===== src/rtl/core/four_corner_trajectory_panner_macros.svh =====
// Assertion macros for the four-corner trajectory panner
`ifndef FOUR_CORNER_TRAJECTORY_PANNER_MACROS_SVH
`define FOUR_CORNER_TRAJECTORY_PANNER_MACROS_SVH
`ifndef SYNTHESIS
`define FCTP_ASSERT(lbl, clk, rst_n, prop) \
  lbl: assert property (@(posedge clk) disable iff (!rst_n) (prop)) \
    else $error("assertion failed");
`define FCTP_ASSERT_NEXT(lbl, clk, rst_n, pre, post) \
  lbl: assert property (@(posedge clk) disable iff (!rst_n) (pre) |=> (post)) \
    else $error("assertion failed");
`else
`define FCTP_ASSERT(lbl, clk, rst_n, prop)
`define FCTP_ASSERT_NEXT(lbl, clk, rst_n, pre, post)
`endif
`endif


===== src/rtl/core/fctp_pkg.sv =====
`timescale 1ns / 1ps
// ----------------------------------------------------------------------------
// fctp_pkg
// Shared constants, types and Mitchell helpers of the trajectory panner.
// ----------------------------------------------------------------------------
package fctp_pkg;

  localparam int FracBitsDef = 16;
  localparam int CfgW   = 17;
  localparam int CurveW = 16;
  localparam int PhaseW = 19;
  localparam int OffW   = 18;
  localparam int CfW    = 18;
  localparam int Log2eQ16 = 94548;
  localparam int CurveMax = 262143;

  localparam logic [2:0] RegStartX = 3'd0;
  localparam logic [2:0] RegStartY = 3'd1;
  localparam logic [2:0] RegEndX   = 3'd2;
  localparam logic [2:0] RegEndY   = 3'd3;
  localparam logic [2:0] RegCurve  = 3'd4;

  // datapath commands
  typedef enum logic [2:0] {
    CmdNone, CmdLoad, CmdPow, CmdPoint, CmdSq, CmdRoot, CmdStore
  } cmd_e;

  typedef struct packed {
    cmd_e       cmd;
    logic [1:0] corner;
  } ctl_t;

  // exp(s): s Q4.12 (17-bit signed sum), result Q6.12 saturated
  function automatic logic [CfW-1:0] mitchell_exp(input logic signed [16:0] s);
    logic signed [35:0] prod;
    logic signed [19:0] t;
    logic signed [7:0]  k;
    logic [12:0]        base;
    logic [CfW-1:0]     r;
    prod = 36'(s) * 36'sd94548;
    t    = 20'(prod >>> 16);
    k    = 8'(t >>> 12);
    base = {1'b1, t[11:0]};
    if (k >= 8'sd6) r = CfW'(CurveMax);
    else if (k >= 8'sd0) r = CfW'({5'd0, base} << k[2:0]);
    else if (k <= -8'sd14) r = '0;
    else r = CfW'(base >> 4'(-k));
    return r;
  endfunction

endpackage


===== src/rtl/core/fctp_ctrl.sv =====
`timescale 1ns / 1ps
// ----------------------------------------------------------------------------
// fctp_ctrl
// Sequencer: steps the datapath through one item, hands off the result.
// ----------------------------------------------------------------------------
module fctp_ctrl
  import fctp_pkg::*;
(
  input  logic clk_i,
  input  logic rst_ni,
  input  logic in_valid_i,
  output logic in_ready_o,
  output logic out_valid_o,
  input  logic out_ready_i,
  output ctl_t ctl_o
);
  localparam logic [2:0] SIdle  = 3'd0;
  localparam logic [2:0] SPow   = 3'd1;
  localparam logic [2:0] SPoint = 3'd2;
  localparam logic [2:0] SSq    = 3'd3;
  localparam logic [2:0] SRoot  = 3'd4;
  localparam logic [2:0] SStore = 3'd5;

  logic [2:0] state_q, state_d;
  logic [1:0] corner_q, corner_d;
  logic       ov_q, ov_d;

  // input taken when idle; output register frees before store
  assign in_ready_o  = (state_q == SIdle);
  assign out_valid_o = ov_q;

  always_comb begin
    state_d  = state_q;
    corner_d = corner_q;
    ov_d     = ov_q && !out_ready_i;
    ctl_o.cmd    = CmdNone;
    ctl_o.corner = corner_q;
    unique case (state_q)
      SIdle: begin
        if (in_valid_i) begin
          ctl_o.cmd = CmdLoad;
          state_d   = SPow;
        end
      end
      SPow: begin
        ctl_o.cmd = CmdPow;
        state_d   = SPoint;
      end
      SPoint: begin
        ctl_o.cmd = CmdPoint;
        corner_d  = 2'd0;
        state_d   = SSq;
      end
      SSq: begin
        ctl_o.cmd = CmdSq;
        state_d   = SRoot;
      end
      SRoot: begin
        ctl_o.cmd = CmdRoot;
        corner_d  = corner_q + 2'd1;
        state_d   = (corner_q == 2'd3) ? SStore : SSq;
      end
      SStore: begin
        if (!ov_q || out_ready_i) begin
          ctl_o.cmd = CmdStore;
          ov_d      = 1'b1;
          state_d   = SIdle;
        end
      end
      default: state_d = SIdle;
    endcase
  end

  always_ff @(posedge clk_i or negedge rst_ni) begin
    if (!rst_ni) begin
      state_q  <= SIdle;
      corner_q <= '0;
      ov_q     <= 1'b0;
    end else begin
      state_q  <= state_d;
      corner_q <= corner_d;
      ov_q     <= ov_d;
    end
  end
endmodule


===== config.mk =====
export PLATFORM = sky130hd
export DESIGN_NAME = fctp_ctrl
export DESIGN_NICKNAME = d
export VERILOG_FILES = /design/src/rtl/core/four_corner_trajectory_panner_macros.svh /design/src/rtl/core/fctp_pkg.sv /design/src/rtl/core/fctp_ctrl.sv
export SDC_FILE = /design/constraint.sdc
export NUM_CORES = 1
export LEC_CHECK = 0
export CORE_AREA = 2 2 39 41
export DETAILED_ROUTE_END_ITERATION = 10
export DIE_AREA = 0 0 41 43
export DONT_BUFFER_PORTS = 1
export SETUP_SLACK_MARGIN = 0.1
export SLEW_MARGIN = 0
export SYNTH_ARGS = -nofsm -noshare
export SYNTH_HDL_FRONTEND = slang
export SYNTH_SLANG_ARGS = --single-unit

===== constraint.sdc =====
create_clock -name clk_i -period 2.4 [get_ports clk_i]
set_input_delay 0.36 -clock clk_i [delete_from_list [all_inputs] [get_ports clk_i]]
set_output_delay 0.36 -clock clk_i [all_outputs]
set_load 0.05 [all_outputs]

# == Word-level counts from Yosys, hierarchy flattened ==
# Cells that the tools add are included.
# word_totals
elab_cells,29
out_inout_bits,7
inputBits,4
ff_bits,6
# classes
eq_ne,8
mux,10
n_reduce_logical,7
n_addsub,1
# ops
cell,n
one-hot mux 3 bit (6 select lines),2
two-way mux 3 bit,4
"== test 3 x 2 -> 1 bit, second input constant",2
"== test 3 bit, second input constant",2
"!= test 2 bit, second input constant",2
one-hot mux 2 bit (2 select lines),1
"== test 3 x 1 -> 1 bit, second input constant",1
zero test 3 bit,1
two-way mux 1 bit,3
"adder 2 x 1 -> 2 bit, second input constant",1
"== test 2 bit, second input constant",1
zero test 1 bit,2
AND reduction 2 bit,1
nonzero test 2 bit,1
logical AND 1 bit,1
logical OR 1 bit,1

# == Logic depth before layout (Yosys ltp) ==
# Gate-level depths: netlist (run 1).
# logic_depth
ltp_word,4
depth_mapped,4
depth_no_buf,4

# == Worst setup path before layout (run 1) ==
# OpenSTA, ideal clock, no wires.
# synth_path
path_kind,register to output
start,register state_q[1]
end,output port in_ready_o
t_arrival_ns,1.633
setup_slack_ns,0.407
required_ns,2.040
path_stages_with_launch,3
n_path_buf,1
path_cell_list,dfrtp_1 buf_6 nor3_1
# synth_via
elab_chain_len,1
# synth_lines
element,line_no,rtl
start: declaration,fctp_ctrl.sv:24,"logic [2:0] state_q, state_d;"
start signal: assignment,fctp_ctrl.sv:76,state_q <= SIdle;
start signal: assignment,fctp_ctrl.sv:80,state_q <= state_d;
zero test 3 bit,fctp_ctrl.sv:29,assign in_ready_o = (state_q == SIdle);
end: declaration,fctp_ctrl.sv:12,"output logic in_ready_o,"
# Every way passes these cells.

==> results of run 1 <==
-- sequential cells by signal, indices dropped and copies added (netlist names) --
name	cells
corner_q	2
out_valid_o	1
state_q	3
-- through the flow --
stage,util (%),instances
after CTS,31.10,60
final,31.10,60
after global routing,31.10,60
after floorplan,-,38
after detailed placement,28.75,56
after global placement,28.75,56
-- timing repair --
item / 4_1_cts / 5_1_grt
endpoints found under the hold margin: 6 / 0
endpoints found under the setup margin: 0 / 0
hold buffers: 1 / 0
-- tightest hold or removal path, cell delays in order --
cell	delay, ns
nor2b_1	0.04
nand2_1	0.07
a221oi_1	0.06
-- logic make-up (layout without fill, tap and decap cells) --
| group | Yosys count | in the layout | share of synthesized area, % |
|---|---|---|---|
| simple gates | 14 | 14 | 19.59 |
| fa+ha+maj | 1 | 1 | 3.378 |
| buf+inv | 5 | 11 | 9.121 |
| compound gates | 11 | 11 | 25.00 |
| xor+xnor | 1 | 1 | 2.365 |
| flops | 6 | 6 | 40.54 |
-- cell type report --
| class | instances | area share [%] |
|---|---|---|
| Clock buffer | 3 | 5.233 |
| Timing Repair Buffer | 5 | 9.302 |
| Tap cell | 16 | 4.651 |
| Inverter | 3 | 2.616 |
| Sequential cell | 6 | 34.88 |
| Multi-Input combinational cell | 27 | 43.31 |
-- synth_stat cells --
cell,number
dfrtp_1,6
nand2_1,5
o21ai_1,3
buf_6,2
inv_2,2
nand3_1,2
nor2b_1,2
nor3_1,2
a21o_1,1
a221oi_1,1
a2bb2oi_1,1
and3b_1,1
ha_1,1
inv_1,1
nand2b_2,1
nor2_1,1
o21ai_2,1
o21bai_1,1
o311ai_2,1
o31ai_1,1
o31ai_2,1
xor2_1,1
-- per-layer routing --
layer | up-vias | part of all wire, %
li1 | 147 | -
met1 | 135 | 48
met2 | 10 | 43
met3 | 0 | 9.0
met4 | 0 | 0
met5 | - | 0
-- placed cells by master, fill, tap and decap left out, types with 2 or more instances in the layout --
cell	netlist	final
dfrtp_1	6	6
nand2_1	5	5
nor2b_1	2	2
o21ai_1	3	3
inv_2	2	2
nor3_1	2	2
clkbuf_4	0	3
nand3_1	2	2
buf_4	0	4
-- how the worst max path moves through the flow --
stage                                      start         end  depth (start not counted)
final                      out_valid_o$_DFF_PN0_    ctl_o[4]                          3
after global routing       out_valid_o$_DFF_PN0_    ctl_o[4]                          3
after CTS                  out_valid_o$_DFF_PN0_    ctl_o[4]                          3
after detailed placement   out_valid_o$_DFF_PN0_    ctl_o[4]                          3
after global placement     out_valid_o$_DFF_PN0_    ctl_o[4]                          3
after floorplan           state_q[1]$_DFFE_PN0P_  in_ready_o                          2
==> impl_metrics.env, run 1 <==
export IMPL_dieWidth_um=41
export IMPL_grtUsageMet1_pct=15.03
export IMPL_max_freq_ghz=0.5416
export IMPL_synth_largest_area_cell="dfrtp_1"
export IMPL_dpl_hpwl_um=554.5
export IMPL_synthesis_area_um2=370.4
export IMPL_clock_latency_ns=0.24
export IMPL_ios=11
export IMPL_first_global_vias=299
export IMPL_fillers=149
export IMPL_clkTransAtPathRegs_ns=0.04
export IMPL_synth_seq_cells=6
export IMPL_worst_pin_slew_ns=0.5718
export IMPL_critPathTopFamily="flip-flops"
export IMPL_r2r_start="corner_q[0]$_DFFE_PN0P_"
export IMPL_crit_required_ns=2.04
export IMPL_initial_core_util_pct=26.76
export IMPL_path_buf_inv=1
export IMPL_grtUsageMet2_pct=13.44
export IMPL_yosysWarnings=0
export IMPL_busiest_layer="met1"
export IMPL_cpMaxStageDelayCell="dfrtp_1"
export IMPL_vias_per_cell=4.867
export IMPL_cp_cell_sequence="and3b_1, o31ai_2, buf_4"
export IMPL_skew_ns=0.0001259
export IMPL_die_area_um2=1763
export IMPL_antenna_found_initial=0
export IMPL_cts_tree="done"
export IMPL_gp_congestion=0.7274
export IMPL_setup_ws_ns=0.5536
export IMPL_hp_class="in -> reg"
export IMPL_cts_root_buf="clkbuf_4"
export IMPL_gr_usage_met3_pct=7.330
export IMPL_relSlewSlack_pct=61.88
export IMPL_grt_pass1_wl_mm=1.283
export IMPL_firstDrtPassIters=4
export IMPL_cts_resized_gates=0
export IMPL_seq_area_um2=150.1
export IMPL_coreArea_um2=1384
export IMPL_num_vias=292
export IMPL_ant_nets=0
export IMPL_max_stage_delay_ns=0.56
export IMPL_endpoint_kind="primary output"
export IMPL_cp_arrival_ns=1.49
export IMPL_antenna_diode_count=0
export IMPL_postSynthAreaPerCell_um2=9.746
export IMPL_setup_violations=0
export IMPL_run_status="completed"
export IMPL_fin_setup_tns_ns=0
export IMPL_drv_slew=0
export IMPL_post_cts_buffers=0
export IMPL_rrSetupSlack_ns=0.93
export IMPL_startpoint_type="flop"
export IMPL_timing_rr_end="corner_q[1]$_DFFE_PN0P_"
export IMPL_min_from="out_ready_i"
export IMPL_cts_made_buffers=3
export IMPL_clockBufferDepth=2
export IMPL_grt_max_degree=13
export IMPL_h_tree_depth=1
export IMPL_drt_initial_drc_count=9
export IMPL_yosys_area_top_type_share_pct=40.54
export IMPL_rows=14
export IMPL_grtUsageTotal_pct=11.30
export IMPL_worstSetupPathType="reg -> out"
export IMPL_rsz0062_at_grt="false"
export IMPL_drive_gt1_share_pct=29.55
export IMPL_wirelength_um=756
export IMPL_critPathMaxFanout=3
export IMPL_synth_cells=38
export IMPL_cts_sinks=6
export IMPL_syn_to_final_growth_pct=16.22
export IMPL_hold_depth=3
export IMPL_synth_nets=43
export IMPL_hold_viol_final=0
export IMPL_wl_per_cell_um=12.60
export IMPL_post_route_period_util_pct=76.93
export IMPL_hold_slack_ns=0.3410
export IMPL_post_route_min_period_ns=1.846
export IMPL_nets=51
export IMPL_synthTopCellsByArea="dfrtp_1 (41%), buf_6 (6.1%), nand2_1 (5.1%), o311ai_2 (4.4%), o21ai_1 (4.1%)"
export IMPL_multi_input_area_um2=186.4
export IMPL_grt_remaining_overflow=0
export IMPL_reg2regPathDepth=4
export IMPL_placed_cell_area_um2=397.9
export IMPL_io_buffers=0
export IMPL_hold_path_endpoint="state_q[0]$_DFFE_PN0P_"
export IMPL_yosysUniqueCellTypes=22
export IMPL_drc_errors=0
export IMPL_dpl_worst_slack_ns=0.8027
export IMPL_maxCapViolCount=0
export IMPL_final_area_um2=430.4
export IMPL_dieHeight_um=43
export IMPL_ys_seq_area_share_pct=40.54
Power of run 1 is not shown: default switching activity piles up to over one toggle a cycle in this logic, so the estimate is an artifact.
==> run 2, diff against run 1 <==
==> constraint.sdc (replaced) <==
create_clock -name clk_i -period 1.8 [get_ports clk_i]
set_input_delay 0.27 -clock clk_i [delete_from_list [all_inputs] [get_ports clk_i]]
set_output_delay 0.27 -clock clk_i [all_outputs]
set_load 0.05 [all_outputs]
==> run 2 against run 1 <==
Clock skew rose by 0.0068 ns. Die area did not move. First-iteration DRC count fell by 33%. Largest cell class unchanged. Critical endpoint unchanged. Register-to-register slack got worse by 0.23 ns. Highest routed layer unchanged. Hold slack got worse by 0.097 ns. Core utilization rose by 3.2 points. Flip-flop and latch count did not move. Worst setup slack got worse by 0.37 ns. Final cell count rose by 5.0%. Critical path type unchanged. Design area rose by 10%.
==> impl_metrics.env, run 2 (same netlist as run 1, synthesis figures left out) <==
export IMPL_run_status="completed"
export IMPL_dieWidth_um=41
export IMPL_seq_area_um2=153.9
export IMPL_syn_to_final_growth_pct=28.04
export IMPL_drt_initial_drc_count=6
export IMPL_drive_gt1_share_pct=44.68
export IMPL_wl_per_cell_um=11.83
export IMPL_placed_cell_area_um2=437.9
export IMPL_coreArea_um2=1384
export IMPL_postLayoutCoreUtil_pct=34.27
export IMPL_fin_setup_tns_ns=0
export IMPL_firstDrtPassIters=3
export IMPL_endpoint_kind="primary output"
export IMPL_cts_tree="done"
export IMPL_drc_errors=0
export IMPL_antenna_diode_count=0
export IMPL_rrSetupSlack_ns=0.70
export IMPL_clock_latency_ns=0.25
export IMPL_dpl_hpwl_um=594.3
export IMPL_final_common_cell="buf_4"
export IMPL_critPathMaxFanout=9
export IMPL_ios=11
export IMPL_clkTransAtPathRegs_ns=0.05
export IMPL_cts_root_buf="clkbuf_4"
export IMPL_clockBufferDepth=2
export IMPL_rows=14
export IMPL_setup_ws_ns=0.1855
export IMPL_startpoint_type="flop"
export IMPL_hp_class="in -> reg"
export IMPL_maxCapViolCount=0
export IMPL_largest_register="state_q"
export IMPL_reg2regPathDepth=4
export IMPL_final_cell_mix="buf_4 (7), nand2_1 (5), clkbuf_4 (3), dfrtp_1 (3), dfrtp_2 (3)"
export IMPL_timing_rr_end="corner_q[1]$_DFFE_PN0P_"
export IMPL_post_route_period_util_pct=89.69
export IMPL_hold_viol_final=0
export IMPL_cp_arrival_ns=1.34
export IMPL_vias_per_cell=4.841
export IMPL_initial_core_util_pct=26.76
export IMPL_gp_congestion=0.7770
export IMPL_r2r_start="corner_q[0]$_DFFE_PN0P_"
export IMPL_skew_ns=0.006963
export IMPL_crit_required_ns=1.53
export IMPL_dpl_worst_slack_ns=0.3485
export IMPL_post_route_min_period_ns=1.614
export IMPL_drv_slew=0
export IMPL_die_area_um2=1763
export IMPL_h_tree_depth=1
export IMPL_cts_made_buffers=3
export IMPL_ant_nets=0
export IMPL_grt_max_degree=13
export IMPL_grtUsageTotal_pct=10.27
export IMPL_num_vias=305
export IMPL_nets=54
export IMPL_first_global_vias=265
export IMPL_largest_reg_flops=3
export IMPL_worst_pin_slew_ns=0.2938
export IMPL_grt_pass1_wl_mm=1.159
export IMPL_rsz0062_at_grt="false"
export IMPL_setup_violations=0
export IMPL_dieHeight_um=43
export IMPL_hold_path_endpoint="state_q[0]$_DFFE_PN0P_"
export IMPL_fillers=140
export IMPL_final_area_um2=474.2
export IMPL_hold_depth=3
export IMPL_io_buffers=0
export IMPL_grt_remaining_overflow=0
export IMPL_cts_sinks=6
export IMPL_worstSetupPathType="reg -> out"
export IMPL_antenna_found_initial=0
export IMPL_wirelength_um=745
export IMPL_max_freq_ghz=0.6194
export IMPL_min_from="out_ready_i"
export IMPL_relSlewSlack_pct=80.35
export IMPL_multi_input_area_um2=203.9
run 2: worst max-delay path: stages, from the launching register on:
cell,delay (ns)
dfrtp_2,0.46
and3b_1,0.24
o31ai_4,0.16
buf_4,0.22
run 2: timing repair:
item,4_1_cts,5_1_grt
hold buffers,1,0
endpoints found under the hold margin,6,0
buffers inserted,0,0
setup endpoints to repair,2,1
gates resized for setup,1,2
run 2: how the worst max path moves through the flow:
stage                     to  slack, ns              startpoint  depth (start not counted)
detailed placement  ctl_o[4]       0.35  state_q[1]$_DFFE_PN0P_                          3
global route        ctl_o[4]       0.13  state_q[0]$_DFFE_PN0P_                          3
finish              ctl_o[4]       0.19  state_q[0]$_DFFE_PN0P_                          3
floorplan           ctl_o[4]       0.21   out_valid_o$_DFF_PN0_                          2
global placement    ctl_o[4]       0.36  state_q[1]$_DFFE_PN0P_                          3
CTS                 ctl_o[4]       0.15  state_q[0]$_DFFE_PN0P_                          3
run 2: layer usage:
| layer | global-route usage [%] | vias up | routed length [um] |
|---|---|---|---|
| met3 | 10.47 | 0 | 82 |
| met5 | 0 | - | 0 |
| met2 | 12.81 | 11 | 332 |
| met4 | 0 | 0 | 0 |
| met1 | 13.31 | 140 | 329 |
| li1 | - | 154 | - |
run 2: metrics by stage:
step / hold WS (ns) / cells
CTS: 0.2478 / 63
floorplan: -0.02559 / 38
global route: 0.2660 / 63
detailed placement: -0.02543 / 59
finish: 0.2444 / 63
global placement: -0.02544 / 59
run 2: layout make-up:
| type | instances | share of cell area, % |
|---|---|---|
| multi-input combinational | 27 | 43.01 |
| sequential | 6 | 32.45 |
| timing repair buffer | 8 | 13.19 |
| clock buffer | 3 | 4.749 |
| tap | 16 | 4.222 |
| inverter | 3 | 2.375 |
Power of run 2 is left out for the same reason.
